==> src/sbe_pkg.sv <==
// sbe_pkg: shared types and constants for the sixel band encoder
// no dependencies
`default_nettype none
package sbe_pkg;
    localparam int unsigned BAND_ROWS  = 6;
    localparam int unsigned SIXEL_BIAS = 63;
    localparam int unsigned NUM_COLORS = 256;

    localparam logic [1:0] KIND_PIXEL = 2'd0;
    localparam logic [1:0] KIND_FILL  = 2'd1;
    localparam logic [1:0] KIND_EMIT  = 2'd2;

    localparam logic [6:0] CH_HASH   = 7'h23;
    localparam logic [6:0] CH_DOLLAR = 7'h24;
    localparam logic [6:0] CH_DASH   = 7'h2d;
    localparam logic [6:0] CH_LF     = 7'h0a;
    localparam logic [6:0] CH_ZERO   = 7'h30;

    typedef enum logic [1:0] {
        PH_SEARCH   = 2'd0,
        PH_COLUMNS  = 2'd1,
        PH_LINE_END = 2'd2,
        PH_BAND_END = 2'd3
    } phase_t;

    typedef enum logic [3:0] {
        ST_IDLE,
        ST_FILL,
        ST_SEARCH,
        ST_COL_READ,
        ST_COL_WAIT,
        ST_PUT,
        ST_CLEAR
    } state_t;

    // controller to datapath
    typedef struct packed {
        logic load;       // capture input word
        logic fill_start; // start rectangle walk
        logic fill_step;  // write one pixel and advance
        logic search_step;// test one colour bit and advance
        logic col_start;  // start reading a column
        logic col_step;   // read one row of the column
        logic build_token;// form token bytes from phase
        logic put_next;   // advance byte pointer
    } dp_cmd_t;

    // datapath to controller
    typedef struct packed {
        logic fill_done;
        logic search_end;
        logic col_done;
        logic put_last;
    } dp_status_t;
endpackage
`default_nettype wire

==> src/sbe_control.sv <==
// sbe_control: sequencing state machine for the sixel band encoder
// depends on sbe_pkg
`default_nettype none
module sbe_control (
    input  wire logic                clk,
    input  wire logic                rst_n,
    input  wire logic                in_valid,
    input  wire logic [1:0]          kind_q,
    input  wire logic                fill_ok,
    input  wire logic                out_ready,
    input  wire logic                col_phase,
    input  wire sbe_pkg::dp_status_t status,
    output sbe_pkg::dp_cmd_t         cmd,
    output logic                     in_ready,
    output logic                     out_valid,
    output logic                     out_last
);
    import sbe_pkg::*;

    state_t state_reg, state_next;

    always_ff @(posedge clk or negedge rst_n)
    begin
        if (!rst_n)
            state_reg <= ST_IDLE;
        else
            state_reg <= state_next;
    end

    always_comb
    begin
        state_next = state_reg;
        case (state_reg)
            ST_IDLE:
                if (in_valid)
                    state_next = ST_CLEAR;
            ST_CLEAR:
                case (kind_q)
                    KIND_PIXEL, KIND_FILL: state_next = fill_ok ? ST_FILL : ST_IDLE;
                    KIND_EMIT:             state_next = ST_SEARCH;
                    default:               state_next = ST_IDLE;
                endcase
            ST_FILL:
                if (status.fill_done)
                    state_next = ST_IDLE;
            ST_SEARCH:
                if (status.search_end)
                    state_next = col_phase ? ST_COL_READ : ST_COL_WAIT;
            ST_COL_READ:
                if (status.col_done)
                    state_next = ST_COL_WAIT;
            ST_COL_WAIT:
                state_next = ST_PUT;
            ST_PUT:
                if (out_ready && status.put_last)
                    state_next = ST_IDLE;
            default:
                state_next = ST_IDLE;
        endcase
    end

    always_comb
    begin
        cmd       = '0;
        in_ready  = 1'b0;
        out_valid = 1'b0;
        out_last  = 1'b0;
        case (state_reg)
            ST_IDLE:
            begin
                in_ready = 1'b1;
                cmd.load = in_valid;
            end
            ST_CLEAR:
                cmd.col_start = 1'b1;
            ST_FILL:
                cmd.fill_step = 1'b1;
            ST_SEARCH:
                cmd.search_step = 1'b1;
            ST_COL_READ:
                cmd.col_step = 1'b1;
            ST_COL_WAIT:
                cmd.build_token = 1'b1;
            ST_PUT:
            begin
                out_valid    = 1'b1;
                out_last     = status.put_last;
                cmd.put_next = out_ready && !status.put_last;
            end
            default:
                cmd = '0;
        endcase
    end

    assert property (@(posedge clk) disable iff (!rst_n) !(in_ready && out_valid))
        else $error("accept while sending");
    assert property (@(posedge clk) disable iff (!rst_n) !(cmd.fill_step && cmd.build_token))
        else $error("fill during emit");
    assert property (@(posedge clk) disable iff (!rst_n) (state_reg == ST_PUT) |-> out_valid)
        else $error("put without valid");
endmodule
`default_nettype wire

==> config.mk <==
export PLATFORM = sky130hd
export DESIGN_NAME = sbe_control
export DESIGN_NICKNAME = d
export VERILOG_FILES = /design/src/sbe_pkg.sv /design/src/sbe_control.sv
export SDC_FILE = /design/constraint.sdc
export NUM_CORES = 1
export LEC_CHECK = 0
export ABC_AREA = 1
export ABC_CLOCK_PERIOD_IN_PS = 1100
export BUFFER_PORTS_ARGS = -buffer_cell sky130_fd_sc_hd__buf_4
export CAP_MARGIN = 0
export CORE_AREA = 4 4 41 43
export CTS_CLUSTER_DIAMETER = 40
export DETAILED_ROUTE_END_ITERATION = 10
export DIE_AREA = 0 0 45 47
export HOLD_SLACK_MARGIN = 0.06
export SLEW_MARGIN = 20
export SYNTH_ARGS = -nofsm -noshare
export SYNTH_HDL_FRONTEND = slang
export SYNTH_SLANG_ARGS = --single-unit
==> constraint.sdc <==
create_clock -name clk -period 1.1 [get_ports clk]
set_input_delay 0.165 -clock clk [delete_from_list [all_inputs] [get_ports clk]]
set_output_delay 0.165 -clock clk [all_outputs]
set_load 0.1 [all_outputs]
# == Word-level counts from Yosys, hierarchy flattened ==
# Index checks and enable logic that the tools add are counted.
# word_totals
register_bits,4
in_bits,12
wordCells,40
output_inout_bits,11
# op_classes
reduce_logical,7
muxes,19
n_eq_ne,13
# ops
op,count
4-bit case mux with 7 select lines,1
4-bit two-way mux,5
"4-bit by 3-bit equality test with 1-bit output, second input constant",3
1-bit two-way mux,11
"2-bit != test, second input constant",5
"4-bit by 2-bit equality test with 1-bit output, second input constant",2
5-bit AND reduction,1
"4-bit by 1-bit equality test with 1-bit output, second input constant",1
4-bit zero test,1
2-bit case mux with 2 select lines,1
3-bit two-way mux,1
"2-bit by 1-bit equality test with 1-bit output, second input constant",1
"2-bit equality test, second input constant",1
1-bit logical AND,2
2-bit zero test,1
2-bit OR reduction,1
1-bit zero test,1

# == Longest topological paths before layout ==
# Gate-level depths: netlist of run 1.
# logic_depth
ltp_word,4
depth_mapped,9
mapped_depth_nobuf,8

# == Worst setup path before layout of run 1 ==
# No wires, ideal clock.
# synth_path
path_type,reg2out
start,register state_reg[0]
end,output port cmd[0] (netlist bit)
path_buffers,1
arrival_time_ns,3.208
required_ns,0.935
path_stages_with_launch,6
setup_slack_ns,-2.273
path_cell_list,dfrtp_1 buf_6 inv_1 nor3_2 inv_1 nor2_1
# synth_rtl
item,line_no,text
"start, declared",sbe_control.sv:20,"state_t state_reg, state_next;"
"start signal, assigned",sbe_control.sv:27,state_reg <= state_next;
"end, declared",sbe_control.sv:13,"output sbe_pkg::dp_cmd_t cmd,"

==> impl_metrics.py, run 1 <==
metrics = {
    "global_routing": {
        "grt_overflow": 0,
        "grt_pass1_wl_microns": 1980,
        "grt_max_degree": 6,
        "track_usage": 0.125,
        "antenna_found_initial": 0,
        "grt_pass1_vias": 470,
    },
    "cts": {
        "cts_root_buf": "clkbuf_4",
        "cts_tree": "built",
        "cts.sinks": 3,
        "cts_buffers": 3,
        "cts_buffer_depth": 2,
        "h-tree-depth": 1,
        "clk_pin_slew_worst_paths_ns": 0.04,
        "clock_latency_ns": 0.23,
    },
    "worst_setup_path": {
        "critPathMaxStageDelay_ns": 0.39,
        "cp-end-kind": "output pin",
        "cp_max_fo": 5,
        "critPathArrivalTime_ns": 1.31,
        "cp_cell_sequence": "buf_6 -> inv_2 -> nand3_1 -> clkinvlp_4 -> buf_12",
        "critPathTopFamily": "buffers and inverters",
        "cp-start-kind": "register",
        "path_class": "reg -> out",
        "critPathBufInv": 4,
        "slowest_stage": "dfrtp_1",
        "required_ns": 0.94,
    },
    "synth": {
        "synth_nets": 73,
        "yosysSeqAreaShare": 0.217,
        "yosysWarnings": 0,
        "synth.cell_area_sq_um": 345,
        "syn_inst": 61,
        "synth_area_leaders": "dfrtp_1 (22%), nand2_1 (14%), nand3_1 (13%)",
        "yosys_register_bits": 3,
        "synth_area_leader_cell": "dfrtp_1",
        "yosysUniqueCellTypes": 17,
        "synth.avg_cell_area_sq_um": 5.66,
        "yosysTopAreaCellShare": 0.217,
    },
    "run": {
        "cap_violations": 0,
    },
    "sta": {
        "post-route-period-util": 1.34,
        "fmax_mhz": 679,
        "period_minus_slack_ns": 1.47,
        "finClkSkew_ns": 0.00599,
        "slew_viol_final": 0,
        "hold_viol": 0,
        "final.setup.worst_slack_ns": -0.373,
        "setup_viol": 13,
        "rsz0062_at_grt": "yes",
    },
    "detailed_routing": {
        "detail-route-antenna-nets": 0,
        "first_pass_iters": 2,
        "wl_microns": 1070,
        "drt_iter0_markers": 5,
        "wl_per_cell_microns": 9.71,
        "viasPerCell": 4.48,
        "drc_errors": 0,
        "num_vias": 493,
    },
    "die": {
        "io_pins": 23,
        "design.die.area_sq_um": 2120,
        "row_count": 13,
        "die_h_microns": 47,
        "fp.coreArea_sq_um": 1300,
        "start_util": 0.265,
        "die_w_microns": 45,
    },
    "placement": {
        "gp_congestion": 0.845,
        "io_buffer_count": 21,
        "hpwl_microns": 837,
        "place_ws_ns": -0.269,
        "dpl.cell_count": 104,
    },
    "status": {
        "violations": "negative setup slack",
        "status": "finished, violations left",
    },
    "final_layout": {
        "largest_register_ffs": 3,
        "diodes": 0,
        "fin_nets": 108,
        "drive_above_1_share": 0.568,
        "finalNonFillerCells": 110,
        "area_growth_pct": 131,
        "fill_cells": 132,
    },
    "min_path": {
        "hp-class": "in -> async",
    },
}
-- per-layer routing --
metal,global-route usage,up-vias,wire [microns]
met2,0.206,21,514
met3,0.0192,2,106
met4,0.0526,0,11
met1,0.162,216,436
li1,-,254,-
met5,0,-,0
-- Yosys cell counts (all sizes together) --
| master | instances |
|---|---|
| nand3 | 9 |
| buf | 2 |
| nand3b | 1 |
| nand4 | 1 |
| inv | 14 |
| a21oi | 2 |
| o21ai | 1 |
| nor3 | 2 |
| conb | 1 |
| nand2 | 14 |
| dfrtp | 3 |
| nor2 | 11 |
-- cells by family (layout without fill, tap and decap cells) --
logic type / after synthesis / in the layout / synth area share
AO/OA/AOI/OAI: 3 / 3 / 0.0435
other: 1 / 1 / 0.0109
buffers and inverters: 16 / 50 / 0.207
AND/OR/NAND/NOR: 38 / 38 / 0.522
flip-flops: 3 / 3 / 0.217
-- cell type report --
class                           count  area [sq um]  area share
Sequential cell                     3          76.3      0.0958
Multi-Input combinational cell     42           249       0.312
Clock buffer                        4          26.3      0.0330
Timing Repair Buffer               32           357       0.447
Inverter                           14          70.1      0.0879
Tap cell                           15          18.8      0.0235
-- per-stage QoR --
step	instance area [sq um]	hold WS, ns	utilization	setup TNS (ns)
after floorplan	398	-0.131	-	-6.82
after global placement	623	-0.0436	0.479	-2.25
after detailed placement	623	-0.0430	0.479	-2.38
after CTS	769	0.255	0.591	-3.79
after global routing	797	0.272	0.613	-4.72
final	797	0.256	0.613	-3.79
-- final timing paths --
kind / end / slack, ns / depth (start not counted) / start
hold reg to reg: state_reg[0] / 0.69 / 3 / state_reg[0]
max in group asynchronous: state_reg[2] / 0.74 / 2 / rst_n
hold / removal: state_reg[2] / 0.26 / 2 / rst_n
min in group clk: state_reg[1] / 0.27 / 4 / status[1]
setup / recovery: cmd[5] / -0.37 / 5 / state_reg[1]
setup reg to reg: state_reg[0] / -0.19 / 9 / state_reg[0]
-- placed cells by master (no fill, tap or decap) --
cell type       n
clkbuf_4        3
conb_1          1
buf_6           1
nand4_1         1
buf_8           3
nor3_4          2
buf_4          20
nand3b_1        1
nor2_1          3
nand2_2         2
clkbuf_1        1
inv_1           7
nor2_2          4
o21ai_1         1
clkinvlp_4      4
inv_4           1
buf_12          7
inv_2           2
dlygate4sd3_1   1
nor2_4          4
nand3_1         9
dfrtp_1         2
a21oi_1         2
dfrtp_2         1
nand2_1        12
-- worst reg2reg max path, stage by stage, from the launching register on --
cell and delay (ns):
dfrtp_1 0.40, buf_4 0.15, nand2_1 0.10, nor2_4 0.05, nand2_1 0.06, nand2_1 0.06, nor2_2 0.18, nand2_1 0.08
nand2_1 0.06, nand2_1 0.05
-- repair_timing --
item,in CTS,in global routing
setup endpoints to repair,13,13
buffers inserted,0,1
pin swaps,3,1
gates resized for setup,28,4
hold buffers,1,0
endpoints found under the hold margin,3,0
cloned,0,0
Power of run 1 is not shown: default switching activity piles up to over one toggle a cycle in this logic, so the estimate is an artifact.
==> run 2: changes to the inputs <==
PLACE_DENSITY = 0.52   (was not set)
==> run 2 against run 1 <==
Against the previous run: the run still ends with negative setup slack left; count of clock-buffer cells in the layout unchanged; highest routed layer unchanged; non-clock buffer count is 9 higher; largest cell class unchanged; register-to-register slack worse by 0.05 ns.
==> impl_metrics.py, run 2 (synthesis results as in run 1) <==
metrics = {
    "detailed_routing": {
        "num_vias": 556,
        "wl_per_cell_microns": 13.6,
        "first_pass_iters": 4,
        "viasPerCell": 4.67,
        "drc_errors": 0,
        "drt_iter0_markers": 3,
        "detail-route-antenna-nets": 0,
        "wl_microns": 1620,
    },
    "cts": {
        "cts.sinks": 3,
        "cts_tree": "built",
        "cts_buffers": 3,
        "h-tree-depth": 1,
        "clock_latency_ns": 0.24,
        "clk_pin_slew_worst_paths_ns": 0.04,
        "cts_buffer_depth": 2,
        "cts_root_buf": "clkbuf_4",
    },
    "final_layout": {
        "drive_above_1_share": 0.740,
        "most-common-layout-cells": "buf_4 (24), buf_12 (10), nor2_4 (8), nand2_1 (8), buf_6 (6)",
        "diodes": 0,
        "area_growth_pct": 186,
        "layout_commonest_cell": "buf_4",
        "largest_register_ffs": 3,
        "fin_nets": 117,
    },
    "worst_setup_path": {
        "cp-start-kind": "register",
        "critPathArrivalTime_ns": 1.31,
        "path_class": "reg -> out",
        "cp-end-kind": "output pin",
        "critPathTopFamily": "flip-flops",
        "r2r_start": "state_reg[1]",
        "critPathMaxStageDelay_ns": 0.43,
        "critPathBufInv": 3,
        "slowest_stage": "dfrtp_2",
        "required_ns": 0.94,
        "cp_cell_sequence": "buf_4 -> nor2_4 -> nand2_2 -> clkinvlp_4 -> buf_12",
        "path_depth": 5,
        "startpoint": "state_reg[2]",
        "rr_worst_depth": 10,
        "cp_max_fo": 4,
    },
    "die": {
        "die_h_microns": 47,
        "io_pins": 23,
        "design.die.area_sq_um": 2120,
        "die_w_microns": 45,
        "start_util": 0.265,
        "row_count": 13,
        "fp.coreArea_sq_um": 1300,
    },
    "placement": {
        "place_ws_ns": -0.300,
        "gp_congestion": 0.776,
        "io_buffer_count": 21,
        "hpwl_microns": 928,
    },
    "global_routing": {
        "antenna_found_initial": 0,
        "grt_overflow": 0,
        "track_usage": 0.127,
        "grt_max_degree": 6,
        "grt_pass1_vias": 488,
        "grt_pass1_wl_microns": 1930,
    },
    "sta": {
        "slew_viol_final": 0,
        "fmax_mhz": 677,
        "rsz0062_at_grt": "yes",
        "finClkSkew_ns": 0.000594,
        "period_minus_slack_ns": 1.48,
        "final.setup.worst_slack_ns": -0.378,
        "setup_viol": 13,
        "hold_viol": 0,
        "post-route-period-util": 1.34,
    },
    "run": {
        "cap_violations": 0,
    },
    "status": {
        "status": "finished, violations left",
        "violations": "negative setup slack",
    },
    "min_path": {
        "hp-class": "in -> async",
    },
}
## run 2: cell count changes in the layout (fill, tap and decap cells not counted), sizes merged
cell / before / now
buf: 31 / 40
clkinv: 0 / 1
inv: 10 / 9
## run 2: routing by layer
| layer | GRT usage | vias up | part of all wire |
|---|---|---|---|
| li1 | - | 271 | - |
| met1 | 0.146 | 258 | 0.36 |
| met2 | 0.223 | 22 | 0.56 |
| met3 | 0.0230 | 5 | 0.056 |
| met4 | 0.0702 | 0 | 0.025 |
| met5 | 0 | - | 0 |
## run 2: worst reg2reg max path: cells and delay by family, from the launching register on
kind                   cells  cell delay, ns
DFF                        1            0.44
buffers and inverters      2            0.26
and+or+nand+nor            8            0.51
## run 2: stage by stage
| step | std cells | hold WS (ns) | utilization | cell area, sq um | TNS (ns) |
|---|---|---|---|---|---|
| detailed placement | 107 | -0.0431 | 0.496 | 646 | -2.57 |
| finish | 119 | 0.252 | 0.759 | 987 | -4.01 |
| CTS | 113 | 0.254 | 0.621 | 808 | -3.96 |
| global route | 119 | 0.269 | 0.759 | 987 | -4.59 |
| global placement | 107 | -0.0435 | 0.496 | 646 | -2.45 |
| floorplan | 61 | -0.131 | - | 398 | -6.82 |
## run 2: worst paths after layout
path	end	slack (ns)
max	cmd[4]	-0.38
min	state_reg[2]	0.25
max reg2reg	state_reg[0]	-0.24
min reg2reg	state_reg[0]	0.73
max in group asynchronous	state_reg[1]	0.74
min in group clk	state_reg[1]	0.29
## run 2: layout make-up
class | instances | area, sq um
Inverter | 14 | 82.6
Multi-Input combinational cell | 42 | 323
Clock buffer | 4 | 26.3
Timing Repair Buffer | 41 | 458
Sequential cell | 3 | 78.8
Fill cell | 89 | 314
Tap cell | 15 | 18.8
## run 2: repair_timing
action / 4_1_cts / 5_1_grt
endpoints found under the hold margin: 3 / 0
hold buffers: 1 / 0
pin swaps: 2 / 8
buffers inserted: 1 / 7
resized for setup: 31 / 35
setup endpoints to repair: 13 / 13
Power of run 2 is left out for the same reason.
